<file path="src/rtl/hbmf_pkg.sv">
// Shared types, character codes and the header key table for the message framer.
`default_nettype none

package hbmf_pkg;

    localparam int LEN_BITS_DEF = 31;
    localparam int CL_W         = 31;
    localparam int KEY_LEN      = 14;

    localparam logic [7:0] CH_LF    = 8'h0A;
    localparam logic [7:0] CH_CR    = 8'h0D;
    localparam logic [7:0] CH_COLON = 8'h3A;
    localparam logic [7:0] CH_SP    = 8'h20;
    localparam logic [7:0] CH_TAB   = 8'h09;
    localparam logic [7:0] CH_VT    = 8'h0B;
    localparam logic [7:0] CH_FF    = 8'h0C;

    typedef enum logic [8:0] {
        ST_PRE     = 9'b000000001,
        ST_SKIP    = 9'b000000010,
        ST_NAME    = 9'b000000100,
        ST_VSPACE  = 9'b000001000,
        ST_VALUE   = 9'b000010000,
        ST_ACR     = 9'b000100000,
        ST_ACRLF   = 9'b001000000,
        ST_ACRLFCR = 9'b010000000,
        ST_BODY    = 9'b100000000
    } t_state;

    typedef enum logic [1:0] {
        ROLE_DROP  = 2'd0,
        ROLE_NAME  = 2'd1,
        ROLE_VALUE = 2'd2,
        ROLE_BODY  = 2'd3
    } t_role;

    typedef enum logic [1:0] {
        LS_OTHER = 2'd0,
        LS_VALID = 2'd1,
        LS_BAD   = 2'd2
    } t_len_status;

    typedef enum logic [3:0] {
        W_NONE      = 4'd0,
        W_BARE_LF   = 4'd1,
        W_LEAD_BLK  = 4'd2,
        W_LF_NAME   = 4'd3,
        W_CR_NAME   = 4'd4,
        W_BLK_NAME  = 4'd5,
        W_LF_VALUE  = 4'd6,
        W_DOUBLE_CR = 4'd7,
        W_CR_NO_LF  = 4'd8,
        W_LF_LF     = 4'd9,
        W_CRLFCR    = 4'd10,
        W_PARTIAL   = 4'd11
    } t_warn;

    // value flag bits
    localparam int FL_DIG  = 0;
    localparam int FL_TAIL = 1;
    localparam int FL_BAD  = 2;

    // lower-case header name looked for
    function automatic logic [7:0] key_char(input logic [3:0] pos);
        logic [7:0] c;
        case (pos)
            4'd0:    c = 8'h63; // c
            4'd1:    c = 8'h6F; // o
            4'd2:    c = 8'h6E; // n
            4'd3:    c = 8'h74; // t
            4'd4:    c = 8'h65; // e
            4'd5:    c = 8'h6E; // n
            4'd6:    c = 8'h74; // t
            4'd7:    c = 8'h2D; // -
            4'd8:    c = 8'h6C; // l
            4'd9:    c = 8'h65; // e
            4'd10:   c = 8'h6E; // n
            4'd11:   c = 8'h67; // g
            4'd12:   c = 8'h74; // t
            4'd13:   c = 8'h68; // h
            default: c = 8'h00;
        endcase
        return c;
    endfunction

    function automatic logic is_blank(input logic [7:0] b);
        return (b == CH_SP) || (b == CH_TAB);
    endfunction

endpackage

`default_nettype wire

</file>
<file path="src/rtl/header_body_message_framer.sv">
// Header/body message framer: one byte per item, tags and checks headers and body length.
// Each accepted item's result is registered in the output register.
// Throughput: one item per cycle unless output stalls; the parse state loops each byte.
// A new item is taken while the previous result waits, provided the output is taken.
// Reset (synchronous, i_rst_n low): parser back to before-header, no length known,
// output register empty.
`default_nettype none

module header_body_message_framer #(
    parameter int LEN_BITS = hbmf_pkg::LEN_BITS_DEF
) (
    input  wire logic                      i_clk,
    input  wire logic                      i_rst_n,
    input  wire logic                      i_valid,
    output logic                           o_ready,
    input  wire logic                      i_kind,
    input  wire logic [7:0]                i_data_byte,
    output logic                           o_valid,
    input  wire logic                      i_ready,
    output logic [7:0]                     o_out_byte,
    output logic [1:0]                     o_role,
    output logic                           o_header_done,
    output logic [1:0]                     o_length_status,
    output logic                           o_headers_end,
    output logic                           o_body_end,
    output logic                           o_missing_length,
    output logic [3:0]                     o_warning,
    output logic [hbmf_pkg::CL_W-1:0]      o_content_length
);

    localparam int PW = LEN_BITS + 4;

    // parser state
    hbmf_pkg::t_state r_state, n_state, s_eff;
    logic                r_pending, n_pending;
    logic [3:0]          r_pos, n_pos;
    logic                r_matches, n_matches;
    logic [LEN_BITS-1:0] r_acc, n_acc;
    logic [2:0]          r_flags, n_flags;
    logic [LEN_BITS-1:0] r_len, n_len;
    logic                r_known, n_known;
    logic [LEN_BITS-1:0] r_rem, n_rem;

    // result register
    logic                r_ov;
    logic [7:0]          r_byte;
    logic [1:0]          r_role;
    logic                r_hd;
    logic [1:0]          r_ls;
    logic                r_he;
    logic                r_be;
    logic                r_ml;
    logic [3:0]          r_warn;
    logic [LEN_BITS-1:0] r_cl;

    hbmf_pkg::t_role       c_role;
    hbmf_pkg::t_len_status c_ls;
    hbmf_pkg::t_warn       c_warn;
    logic                  c_hd, c_he, c_be, c_ml;
    logic [LEN_BITS-1:0]   c_cl;

    logic            go_name, go_value, do_complete, do_enter;
    logic [7:0]      b, lc;
    logic            bl;
    logic [PW-1:0]   prod;
    logic            accept;
    logic [LEN_BITS+hbmf_pkg::CL_W-1:0] cl_ext;

    assign o_ready = !r_ov || i_ready;
    assign accept  = i_valid && o_ready;
    assign b       = i_data_byte;
    assign bl      = hbmf_pkg::is_blank(b);
    assign lc      = (b >= 8'h41 && b <= 8'h5A) ? b + 8'h20 : b;

    // unused state codes behave as before-header
    always_comb begin
        case (r_state)
            hbmf_pkg::ST_PRE, hbmf_pkg::ST_SKIP, hbmf_pkg::ST_NAME, hbmf_pkg::ST_VSPACE,
            hbmf_pkg::ST_VALUE, hbmf_pkg::ST_ACR, hbmf_pkg::ST_ACRLF,
            hbmf_pkg::ST_ACRLFCR, hbmf_pkg::ST_BODY: s_eff = r_state;
            default:                                 s_eff = hbmf_pkg::ST_PRE;
        endcase
    end

    always_comb begin
        n_state     = r_state;
        n_pending   = r_pending;
        n_pos       = r_pos;
        n_matches   = r_matches;
        n_acc       = r_acc;
        n_flags     = r_flags;
        n_len       = r_len;
        n_known     = r_known;
        n_rem       = r_rem;
        c_role      = hbmf_pkg::ROLE_DROP;
        c_ls        = hbmf_pkg::LS_OTHER;
        c_warn      = hbmf_pkg::W_NONE;
        c_hd        = 1'b0;
        c_he        = 1'b0;
        c_be        = 1'b0;
        c_ml        = 1'b0;
        c_cl        = '0;
        go_name     = 1'b0;
        go_value    = 1'b0;
        do_complete = 1'b0;
        do_enter    = 1'b0;
        prod        = '0;

        if (i_kind) begin
            if (s_eff != hbmf_pkg::ST_PRE && s_eff != hbmf_pkg::ST_SKIP)
                c_warn = hbmf_pkg::W_PARTIAL;
        end else begin
            case (s_eff)
                hbmf_pkg::ST_PRE: begin
                    if (b == hbmf_pkg::CH_LF) begin
                        c_warn  = hbmf_pkg::W_BARE_LF;
                        n_state = hbmf_pkg::ST_ACRLF;
                    end else if (b == hbmf_pkg::CH_CR) begin
                        n_state = hbmf_pkg::ST_ACR;
                    end else if (bl) begin
                        c_warn  = hbmf_pkg::W_LEAD_BLK;
                        n_state = hbmf_pkg::ST_SKIP;
                    end else begin
                        go_name = 1'b1;
                    end
                end
                hbmf_pkg::ST_SKIP: begin
                    if (!bl) go_name = 1'b1;
                end
                hbmf_pkg::ST_NAME: go_name = 1'b1;
                hbmf_pkg::ST_VSPACE: begin
                    if (!bl) go_value = 1'b1;
                end
                hbmf_pkg::ST_VALUE: go_value = 1'b1;
                hbmf_pkg::ST_ACR: begin
                    if (b == hbmf_pkg::CH_LF) begin
                        n_state = hbmf_pkg::ST_ACRLF;
                    end else if (b == hbmf_pkg::CH_CR) begin
                        c_warn      = hbmf_pkg::W_DOUBLE_CR;
                        do_complete = 1'b1;
                        do_enter    = 1'b1;
                    end else if (bl) begin
                        c_warn   = hbmf_pkg::W_CR_NO_LF;
                        go_value = 1'b1;
                    end else begin
                        c_warn      = hbmf_pkg::W_CR_NO_LF;
                        do_complete = 1'b1;
                        go_name     = 1'b1;
                    end
                end
                hbmf_pkg::ST_ACRLF: begin
                    if (b == hbmf_pkg::CH_LF) begin
                        c_warn      = hbmf_pkg::W_LF_LF;
                        do_complete = 1'b1;
                        do_enter    = 1'b1;
                    end else if (b == hbmf_pkg::CH_CR) begin
                        n_state = hbmf_pkg::ST_ACRLFCR;
                    end else if (bl) begin
                        go_value = 1'b1;
                    end else begin
                        do_complete = 1'b1;
                        go_name     = 1'b1;
                    end
                end
                hbmf_pkg::ST_ACRLFCR: begin
                    do_complete = 1'b1;
                    if (b == hbmf_pkg::CH_LF) begin
                        do_enter = 1'b1;
                    end else begin
                        c_warn  = hbmf_pkg::W_CRLFCR;
                        go_name = 1'b1;
                    end
                end
                hbmf_pkg::ST_BODY: begin
                    c_role = hbmf_pkg::ROLE_BODY;
                    if (r_rem != '0)
                        n_rem = r_rem - {{(LEN_BITS-1){1'b0}}, 1'b1};
                    if (n_rem == '0) begin
                        c_be    = 1'b1;
                        n_known = 1'b0;
                        n_state = hbmf_pkg::ST_PRE;
                    end
                end
                default: n_state = hbmf_pkg::ST_PRE;
            endcase

            if (do_complete) begin
                if (r_pending) begin
                    c_hd = 1'b1;
                    if (r_matches && r_pos == 4'(hbmf_pkg::KEY_LEN)) begin
                        if (r_flags[hbmf_pkg::FL_DIG] && !r_flags[hbmf_pkg::FL_BAD]) begin
                            c_ls    = hbmf_pkg::LS_VALID;
                            n_len   = r_acc;
                            n_known = 1'b1;
                        end else begin
                            c_ls = hbmf_pkg::LS_BAD;
                        end
                    end
                end
                n_pending = 1'b0;
                n_pos     = '0;
                n_matches = 1'b1;
                n_acc     = '0;
                n_flags   = '0;
            end

            if (do_enter) begin
                c_he = 1'b1;
                c_cl = n_known ? n_len : '0;
                if (!n_known || n_len == '0) begin
                    c_be    = 1'b1;
                    c_ml    = !n_known;
                    n_known = 1'b0;
                    n_state = hbmf_pkg::ST_PRE;
                end else begin
                    n_rem   = n_len;
                    n_state = hbmf_pkg::ST_BODY;
                end
            end

            // name stage runs on the cleared match state when a header just completed
            if (go_name) begin
                if (b == hbmf_pkg::CH_LF) begin
                    if (c_warn == hbmf_pkg::W_NONE) c_warn = hbmf_pkg::W_LF_NAME;
                    n_state = hbmf_pkg::ST_ACRLF;
                end else if (b == hbmf_pkg::CH_CR) begin
                    if (c_warn == hbmf_pkg::W_NONE) c_warn = hbmf_pkg::W_CR_NAME;
                    n_state = hbmf_pkg::ST_ACR;
                end else if (b == hbmf_pkg::CH_COLON) begin
                    n_state = hbmf_pkg::ST_VSPACE;
                end else begin
                    if (bl && c_warn == hbmf_pkg::W_NONE) c_warn = hbmf_pkg::W_BLK_NAME;
                    n_pending = 1'b1;
                    if (n_matches && n_pos < 4'(hbmf_pkg::KEY_LEN)
                            && lc == hbmf_pkg::key_char(n_pos))
                        n_pos = n_pos + 4'd1;
                    else
                        n_matches = 1'b0;
                    c_role  = hbmf_pkg::ROLE_NAME;
                    n_state = hbmf_pkg::ST_NAME;
                end
            end

            if (go_value) begin
                if (b == hbmf_pkg::CH_LF) begin
                    if (c_warn == hbmf_pkg::W_NONE) c_warn = hbmf_pkg::W_LF_VALUE;
                    n_state = hbmf_pkg::ST_ACRLF;
                end else if (b == hbmf_pkg::CH_CR) begin
                    n_state = hbmf_pkg::ST_ACR;
                end else begin
                    n_pending = 1'b1;
                    if (bl || b == hbmf_pkg::CH_VT || b == hbmf_pkg::CH_FF) begin
                        if (n_flags[hbmf_pkg::FL_DIG]) n_flags[hbmf_pkg::FL_TAIL] = 1'b1;
                    end else if (b >= 8'h30 && b <= 8'h39) begin
                        if (n_flags[hbmf_pkg::FL_TAIL] || n_flags[hbmf_pkg::FL_BAD]) begin
                            n_flags[hbmf_pkg::FL_BAD] = 1'b1;
                        end else begin
                            // acc*10 + digit
                            prod = ({4'b0000, n_acc} << 3) + ({4'b0000, n_acc} << 1)
                                 + {{LEN_BITS{1'b0}}, b[3:0]};
                            if (prod[PW-1:LEN_BITS] != 4'b0000)
                                n_flags[hbmf_pkg::FL_BAD] = 1'b1;
                            else
                                n_acc = prod[LEN_BITS-1:0];
                            n_flags[hbmf_pkg::FL_DIG] = 1'b1;
                        end
                    end else begin
                        n_flags[hbmf_pkg::FL_BAD] = 1'b1;
                    end
                    c_role  = hbmf_pkg::ROLE_VALUE;
                    n_state = hbmf_pkg::ST_VALUE;
                end
            end
        end
    end

    always_ff @(posedge i_clk) begin
        if (!i_rst_n) begin
            r_state   <= hbmf_pkg::ST_PRE;
            r_pending <= 1'b0;
            r_pos     <= '0;
            r_matches <= 1'b1;
            r_acc     <= '0;
            r_flags   <= '0;
            r_len     <= '0;
            r_known   <= 1'b0;
            r_rem     <= '0;
            r_ov      <= 1'b0;
        end else begin
            if (accept) begin
                r_state   <= n_state;
                r_pending <= n_pending;
                r_pos     <= n_pos;
                r_matches <= n_matches;
                r_acc     <= n_acc;
                r_flags   <= n_flags;
                r_len     <= n_len;
                r_known   <= n_known;
                r_rem     <= n_rem;
                r_ov      <= 1'b1;
            end else if (i_ready) begin
                r_ov <= 1'b0;
            end
        end
    end

    always_ff @(posedge i_clk) begin
        if (accept) begin
            r_byte <= i_kind ? 8'h00 : b;
            r_role <= c_role;
            r_hd   <= c_hd;
            r_ls   <= c_ls;
            r_he   <= c_he;
            r_be   <= c_be;
            r_ml   <= c_ml;
            r_warn <= c_warn;
            r_cl   <= c_cl;
        end
    end

    assign cl_ext = {{hbmf_pkg::CL_W{1'b0}}, r_cl};

    assign o_valid          = r_ov;
    assign o_out_byte       = r_byte;
    assign o_role           = r_role;
    assign o_header_done    = r_hd;
    assign o_length_status  = r_ls;
    assign o_headers_end    = r_he;
    assign o_body_end       = r_be;
    assign o_missing_length = r_ml;
    assign o_warning        = r_warn;
    assign o_content_length = cl_ext[hbmf_pkg::CL_W-1:0];

    // in the body the remaining count is never zero and a length is held
    a_body_count: assert property (@(posedge i_clk) disable iff (!i_rst_n)
        r_state == hbmf_pkg::ST_BODY |-> (r_rem != '0) && r_known)
        else $error("body state with zero count or no length");

    // a data byte taken in the body is tagged as body
    a_body_role: assert property (@(posedge i_clk) disable iff (!i_rst_n)
        (accept && !i_kind && r_state == hbmf_pkg::ST_BODY)
            |=> o_valid && o_role == hbmf_pkg::ROLE_BODY)
        else $error("body byte not tagged as body");

    // missing length only with an empty body at headers end
    a_missing: assert property (@(posedge i_clk) disable iff (!i_rst_n)
        (o_valid && o_missing_length) |-> o_headers_end && o_body_end && r_cl == '0)
        else $error("missing length without empty body");

    // length status only reported with a completed header
    a_len_status: assert property (@(posedge i_clk) disable iff (!i_rst_n)
        (o_valid && !o_header_done) |-> o_length_status == hbmf_pkg::LS_OTHER)
        else $error("length status without header done");

endmodule

`default_nettype wire
</file>
<file path="config.mk">
export PLATFORM = sky130hd
export DESIGN_NAME = header_body_message_framer
export DESIGN_NICKNAME = d
export VERILOG_FILES = /design/src/rtl/hbmf_pkg.sv /design/src/rtl/header_body_message_framer.sv
export SDC_FILE = /design/constraint.sdc
export NUM_CORES = 1
export LEC_CHECK = 0
export BUFFER_PORTS_ARGS = -buffer_cell sky130_fd_sc_hd__buf_2
export CAP_MARGIN = 20
export CORE_MARGIN = 1
export CORE_UTILIZATION = 50
export CTS_BUF_LIST = sky130_fd_sc_hd__clkbuf_16
export CTS_CLUSTER_SIZE = 10
export DETAILED_ROUTE_END_ITERATION = 12
export PLACE_DENSITY = 0.69
export REMOVE_ABC_BUFFERS = 1
export SLEW_MARGIN = 10
export SYNTH_ARGS = -nofsm -noshare
export SYNTH_HDL_FRONTEND = slang
export SYNTH_SLANG_ARGS = --single-unit
</file>
<file path="constraint.sdc">
create_clock -name i_clk -period 6.96 [get_ports i_clk]
set_input_delay 1.392 -clock i_clk [delete_from_list [all_inputs] [get_ports i_clk]]
set_output_delay 1.392 -clock i_clk [all_outputs]
set_load 0.02 [all_outputs]
</file>
==> flow_summary.toml, run 1 <==
[logic_synthesis]
seq_area_frac_synth_pct = 34.2
syn_area_sq_um = 11100
yosysWarnings = 0
ys_ff_latch = 164
synthCells = 1313
synth_cell_types = 80
syn_avg_cell_area_sq_um = 8.46
synth_async_sr_flop_share_pct = 0
synth_ff_type = "dfxtp_1"
synth_edf_count = 51

[sta]
tightestPinTransition_ps = 1050
hold_viol_final = 0
max_freq_ghz = 0.153
clock-skew-final_ps = 9.04
slew_violations = 0
tns_ps = 0
worst_slack_ps = 419
fin_crit_sh_pct = 94.0
max_slew_margin_pct = 29.4
finalCriticalPeriod_ps = 6540
rsz0062_at_grt = "false"
setup_viol = 0

[floorplanning]
die_area_sq_um = 22800
die_h_um = 151
initial_core_util_pct = 50.9
rows = 54
die-width_um = 151
pin_count = 66
core_sq_um = 21800

[clocking]
htree_num_levels = 4
cts_inserted_buffers = 17
cts_tree = "done"
clk-insertion-delay-late_ps = 440
clkSlewWorstSetupHoldPaths_ps = 70
clockRootBuffer = "clkbuf_16"
clock-sinks = 164
cts_buffer_depth = 2
post-cts-setup-buffers = 0

[pwr]
peakVddDrop_mv = 0.158
powerDensity_nw_per_um2 = 166
power_mw = 2.04
leakagePower_nw = 5.29

[grt]
antenna_found_initial = 0
grt_pass1_vias = 9309
grt_max_degree = 81
grt_pass1_wl_um = 48900
overflow = 0
grt_usage_pct = 27.1

[cells_and_area]
area_growth_pct = 10.6
antenna_cells = 0
seq_area_sq_um = 3790
fill_cells = 1976
fin_util_pct = 56.3
nets = 1435
fin_area_sq_um = 12300
multiInputGateArea_sq_um = 6940
drive_above_1_share_pct = 12.4

[worst_setup_path]
end_kind = "register"
cp.arrival_ps = 6820
start_kind = "primary input"
crit_required_ps = 7240
worstSetupPathType = "primary input to register"
critPathMaxFanout = 34

[detailed_routing]
ant_nets = 0
drc = 1
drt-total-wl_um = 30100
avgRoutedWirePerCell_um = 18.3
route.vias.total = 10200
drt-vias-per-instance = 6.19
drt-initial-drc-count = 828
dr.pass1.iters = 9

[placement]
hpwl_um = 21700
port_buffers = 65
gp_congestion = 0.967
place_ws_ps = -56.2
place_area_sq_um = 11700

[min_path]
hp-class = "register to register"

[flow_run]
max-cap-violations = 0

[run_status]
violations = "DRC"
status = "complete, but fails checks"
==> cells in the mapped netlist (3+ instances only) <==
| cell | number | area (sq um) |
|---|---|---|
| a21boi_0 | 3 | 22.5 |
| or4_4 | 3 | 33.8 |
| nand3_1 | 30 | 150 |
| or2_2 | 7 | 43.8 |
| o21ai_0 | 71 | 355 |
| a221oi_1 | 4 | 35.0 |
| nand3b_1 | 35 | 263 |
| nand4b_1 | 4 | 35.0 |
| buf_2 | 12 | 60.1 |
| and2_1 | 31 | 194 |
| ha_1 | 71 | 888 |
| xor2_1 | 21 | 184 |
| nor4_1 | 30 | 188 |
| nor4b_1 | 8 | 70.1 |
| nand4_1 | 18 | 113 |
| nor2_1 | 158 | 593 |
| edfxtp_1 | 51 | 1530 |
| and3_1 | 11 | 68.8 |
| o22ai_1 | 10 | 62.6 |
| a21o_1 | 10 | 75.1 |
| nand2b_1 | 11 | 68.8 |
| a2111oi_0 | 4 | 35.0 |
| mux2i_1 | 66 | 661 |
| clkbuf_1 | 65 | 244 |
| or4_1 | 9 | 67.6 |
| a211oi_1 | 27 | 203 |
| a31oi_1 | 11 | 68.8 |
| o21bai_1 | 6 | 45.0 |
| dfxtp_1 | 113 | 2260 |
| nand2_1 | 111 | 417 |
| o211ai_1 | 15 | 113 |
| mux2_2 | 9 | 101 |
| inv_1 | 20 | 75.1 |
| a211o_1 | 6 | 52.6 |
| o31ai_1 | 3 | 22.5 |
| nor3b_1 | 6 | 45.0 |
| a32o_1 | 6 | 60.1 |
| nor3_1 | 39 | 195 |
| nor2b_1 | 13 | 81.3 |
| or3_1 | 18 | 113 |
| o21a_1 | 10 | 75.1 |
| a21oi_1 | 82 | 410 |
| xnor2_1 | 18 | 158 |
| a22oi_1 | 5 | 37.5 |
==> per-stage QoR <==
step                instances  hold WS (ps)
floorplan                1234           446
global placement         1609           460
detailed placement       1609           470
CTS                      1641           480
global route             1643           538
finish                   1643           478
==> flip-flops by register name (all words and copies together) (netlist names), 2 cells and up <==
name / count
o_content_length: 31
r_acc: 31
r_len: 31
r_rem: 31
r_state: 9
o_out_byte: 8
o_warning: 4
r_pos: 4
r_flags: 3
o_length_status: 2
o_role: 2
==> cell families (layout without fill, tap and decap cells) <==
kind of cell    after synthesis  count (layout)  synth area share, %
compound gates              309             309                 18.3
xor+xnor                     39              39                 3.08
fa+ha+maj                    72              72                 8.18
buf+inv                     100             150                 3.65
flops                       164             164                 34.2
mux                          76              76                 6.96
simple gates                553             553                 25.7
==> routing by layer <==
| layer | global-route usage (%) | vias up | part of all wire (%) |
|---|---|---|---|
| li1 | - | 4945 | - |
| met1 | 38.7 | 4849 | 47 |
| met2 | 42.2 | 340 | 45 |
| met3 | 3.86 | 33 | 5.7 |
| met4 | 8.00 | 0 | 1.4 |
| met5 | 0 | - | 0 |
==> area by class of cell <==
| cell class | count | area share [%] |
|---|---|---|
| clock inverters | 15 | 0.875 |
| multi-input cells | 1049 | 56.5 |
| clock buffers | 17 | 3.46 |
| repair buffers | 97 | 4.81 |
| flip-flops and latches | 164 | 30.9 |
| well taps | 280 | 2.85 |
| inverters | 21 | 0.641 |
==> power breakdown <==
group,switching [mW],internal (mW)
registers,0.0105,1.01
logic,0.105,0.0435
clock network,0.413,0.458
==> critical path, stage by stage <==
cell       delay [ps]
buf_2             130
or4b_2            680
a2111oi_1         530
o22a_1            410
buf_4             360
and2_1            220
ha_1              250
ha_1              390
nand2_1           120
o211ai_1          170
a21oi_1            90
o31a_1            390
o41a_1            450
mux2i_1           200
nor4b_2           320
buf_4             310
buf_4             200
nand3b_1          110
a21oi_1            90
==> what timing repair did <==
| action | in CTS | in global routing |
|---|---|---|
| hold buffers | 0 | 0 |
| resized for setup | 0 | 1 |
| endpoints found under the setup margin | 0 | 11 |
| hold endpoints to repair | 0 | 0 |
==> cells in the final DEF (no fill, tap or decap), drive strengths merged, types with 21 or more instances in the layout <==
master and count:
nor2 158, dfxtp 113, nand2 111, buf 96, a21oi 82, o21ai 72, ha 71, mux2i 66
edfxtp 51, nor3 40, nand3b 35, and2 31, nor4 31, nand3 30, a211oi 27, inv 27
xor2 21
==> path summary, 6_finish.rpt <==
| check | startpoint | endpoint | slack, ps | depth (start not counted) |
|---|---|---|---|---|
| hold / removal | r_known$_SDFFE_PN0P_ | r_known$_SDFFE_PN0P_ | 480 | 2 |
| hold reg to reg | r_known$_SDFFE_PN0P_ | r_known$_SDFFE_PN0P_ | 480 | 2 |
| setup / recovery | i_data_byte[0] | r_acc[18]$_SDFFE_PN0P_ | 420 | 19 |
| setup reg to reg | r_state[1]$_SDFFE_PN0P_ | r_acc[18]$_SDFFE_PN0P_ | 1340 | 18 |
(Power assumes the default switching activity.)
==> run 2: changes to the inputs <==
--- a/config.mk
+++ b/config.mk
@@ -12,6 +12,7 @@
 export CTS_BUF_LIST = sky130_fd_sc_hd__clkbuf_16
 export CTS_CLUSTER_SIZE = 10
 export DETAILED_ROUTE_END_ITERATION = 12
+export GPL_TIMING_DRIVEN = 0
 export PLACE_DENSITY = 0.69
 export REMOVE_ABC_BUFFERS = 1
 export SLEW_MARGIN = 10
==> run 2 against run 1 <==
  * The run now ends clean
  * Non-clock buffer count decreased by 12
  * Highest routed layer unchanged
  * Largest cell class unchanged
  * Register-to-register slack worse by 480 ps
  * Sequential share of layout area fell by 0.30 points
  * Clock power rose by 10%
==> flow_summary.toml, run 2 (synthesis gave the netlist of run 1 again) <==
[min_path]
hp-class = "register to register"
hold_depth = 2

[floorplanning]
core_sq_um = 21800
initial_core_util_pct = 50.9
pin_count = 66
die-width_um = 151
die_area_sq_um = 22800
die_h_um = 151
rows = 54

[detailed_routing]
drc = 0
dr.pass1.iters = 7
avgRoutedWirePerCell_um = 18.5
route.vias.total = 10200
drt-vias-per-instance = 6.23
drt-total-wl_um = 30200
drt-initial-drc-count = 845
ant_nets = 0

[sta]
clock-skew-final_ps = 14.0
finalCriticalPeriod_ps = 6650
setup_viol = 0
max_freq_ghz = 0.150
hold_viol_final = 0
fin_crit_sh_pct = 95.5
max_slew_margin_pct = 30.9
hold_slack_ps = 476
rsz0062_at_grt = "false"
tightestPinTransition_ps = 1020
worst_slack_ps = 313
slew_violations = 0
tns_ps = 0

[cells_and_area]
final_common_cell = "nor2_1"
nets = 1423
drive_above_1_share_pct = 12.1
fin_cells = 1631
fin_area_sq_um = 12400
fin_util_pct = 56.9
area_growth_pct = 11.7
layout_common_cells = "nor2_1, dfxtp_1, nand2_1"
antenna_cells = 0

[clocking]
clk-insertion-delay-late_ps = 440
clkSlewWorstSetupHoldPaths_ps = 70
cts-hold-fix-buffers = 0
cts_tree = "done"
clockRootBuffer = "clkbuf_16"
cts_inserted_buffers = 17
clock-sinks = 164
htree_num_levels = 4
cts_buffer_depth = 2

[grt]
grt_max_degree = 78
grt_usage_pct = 27.1
overflow = 0
grt_pass1_wl_um = 48700
antenna_found_initial = 0
grt_pass1_vias = 9429

[worst_setup_path]
end_kind = "register"
cp.arrival_ps = 7030
critPathMaxFanout = 30
rr_worst_depth = 19
start_kind = "primary input"
crit_required_ps = 7340
worstSetupPathType = "primary input to register"

[placement]
gp_congestion = 0.923
place_area_sq_um = 11700
port_buffers = 65
placedCellCount = 1592
hpwl_um = 21900
place_ws_ps = -1220

[flow_run]
max-cap-violations = 0

[pwr]
peakVddDrop_mv = 0.181
powerDensity_nw_per_um2 = 172
leakagePower_nw = 5.31
power_mw = 2.13

[run_status]
status = "completed"
## run 2: cell count changes in the layout (fill, tap and decap cells not counted), moves of 2 or more
cell        previous run  this run
buf_12                 1         3
buf_16                 0         3
buf_4                 29         6
buf_6                  0         3
clkbuf_16             17        19
clkbuf_4               0         2
clkinv_2               4         2
clkinvlp_4             3         0
o21ai_0               71        69
o21ai_1                0         2
## run 2: per-layer routing
| layer | up-vias | track usage (%) | part of all wire, % |
|---|---|---|---|
| met5 | - | 0 | 0 |
| met4 | 0 | 10.7 | 2.3 |
| met3 | 49 | 4.16 | 6.0 |
| met2 | 358 | 43.2 | 46 |
| met1 | 4836 | 36.7 | 46 |
| li1 | 4925 | - | - |
## run 2: layout make-up
cell class | instances | area (sq um)
clock buffers | 19 | 475
clock inverters | 13 | 120
fillers | 1947 | 9410
inverters | 21 | 81.3
multi-input cells | 1049 | 6990
flip-flops and latches | 164 | 3790
well taps | 280 | 350
repair buffers | 85 | 597
## run 2: worst paths after layout
check	from	slack, ps	endpoint
hold reg to reg	r_known$_SDFFE_PN0P_	480	r_known$_SDFFE_PN0P_
setup / recovery	i_data_byte[3]	310	r_acc[11]$_SDFFE_PN0P_
setup reg to reg	r_state[1]$_SDFFE_PN0P_	860	r_acc[11]$_SDFFE_PN0P_
hold / removal	r_known$_SDFFE_PN0P_	480	r_known$_SDFFE_PN0P_
## run 2: timing repair
item / in CTS / in global routing
setup buffers: 1 / 3
gates resized for setup: 4 / 9
setup endpoints to repair: 30 / 20
pin swaps: 2 / 6
## run 2: critical path, stage by stage
cell and delay, ps:
buf_2 220, or4b_2 710, a2111oi_4 370, o22a_2 280
buf_16 170, and2_1 170, ha_1 240, ha_1 240
fa_1 430, a211oi_1 330, o21bai_2 130, a21oi_2 250
o31a_1 280, o41a_1 260, mux2i_1 190, nor4b_4 500
buf_6 190, clkbuf_4 200, mux2_2 340, nor2_1 80
## run 2: power breakdown
part	switching, mW	internal, mW
clock	0.421	0.540
sequential	0.0103	1.01
combinational	0.106	0.0460
total	0.537	1.59
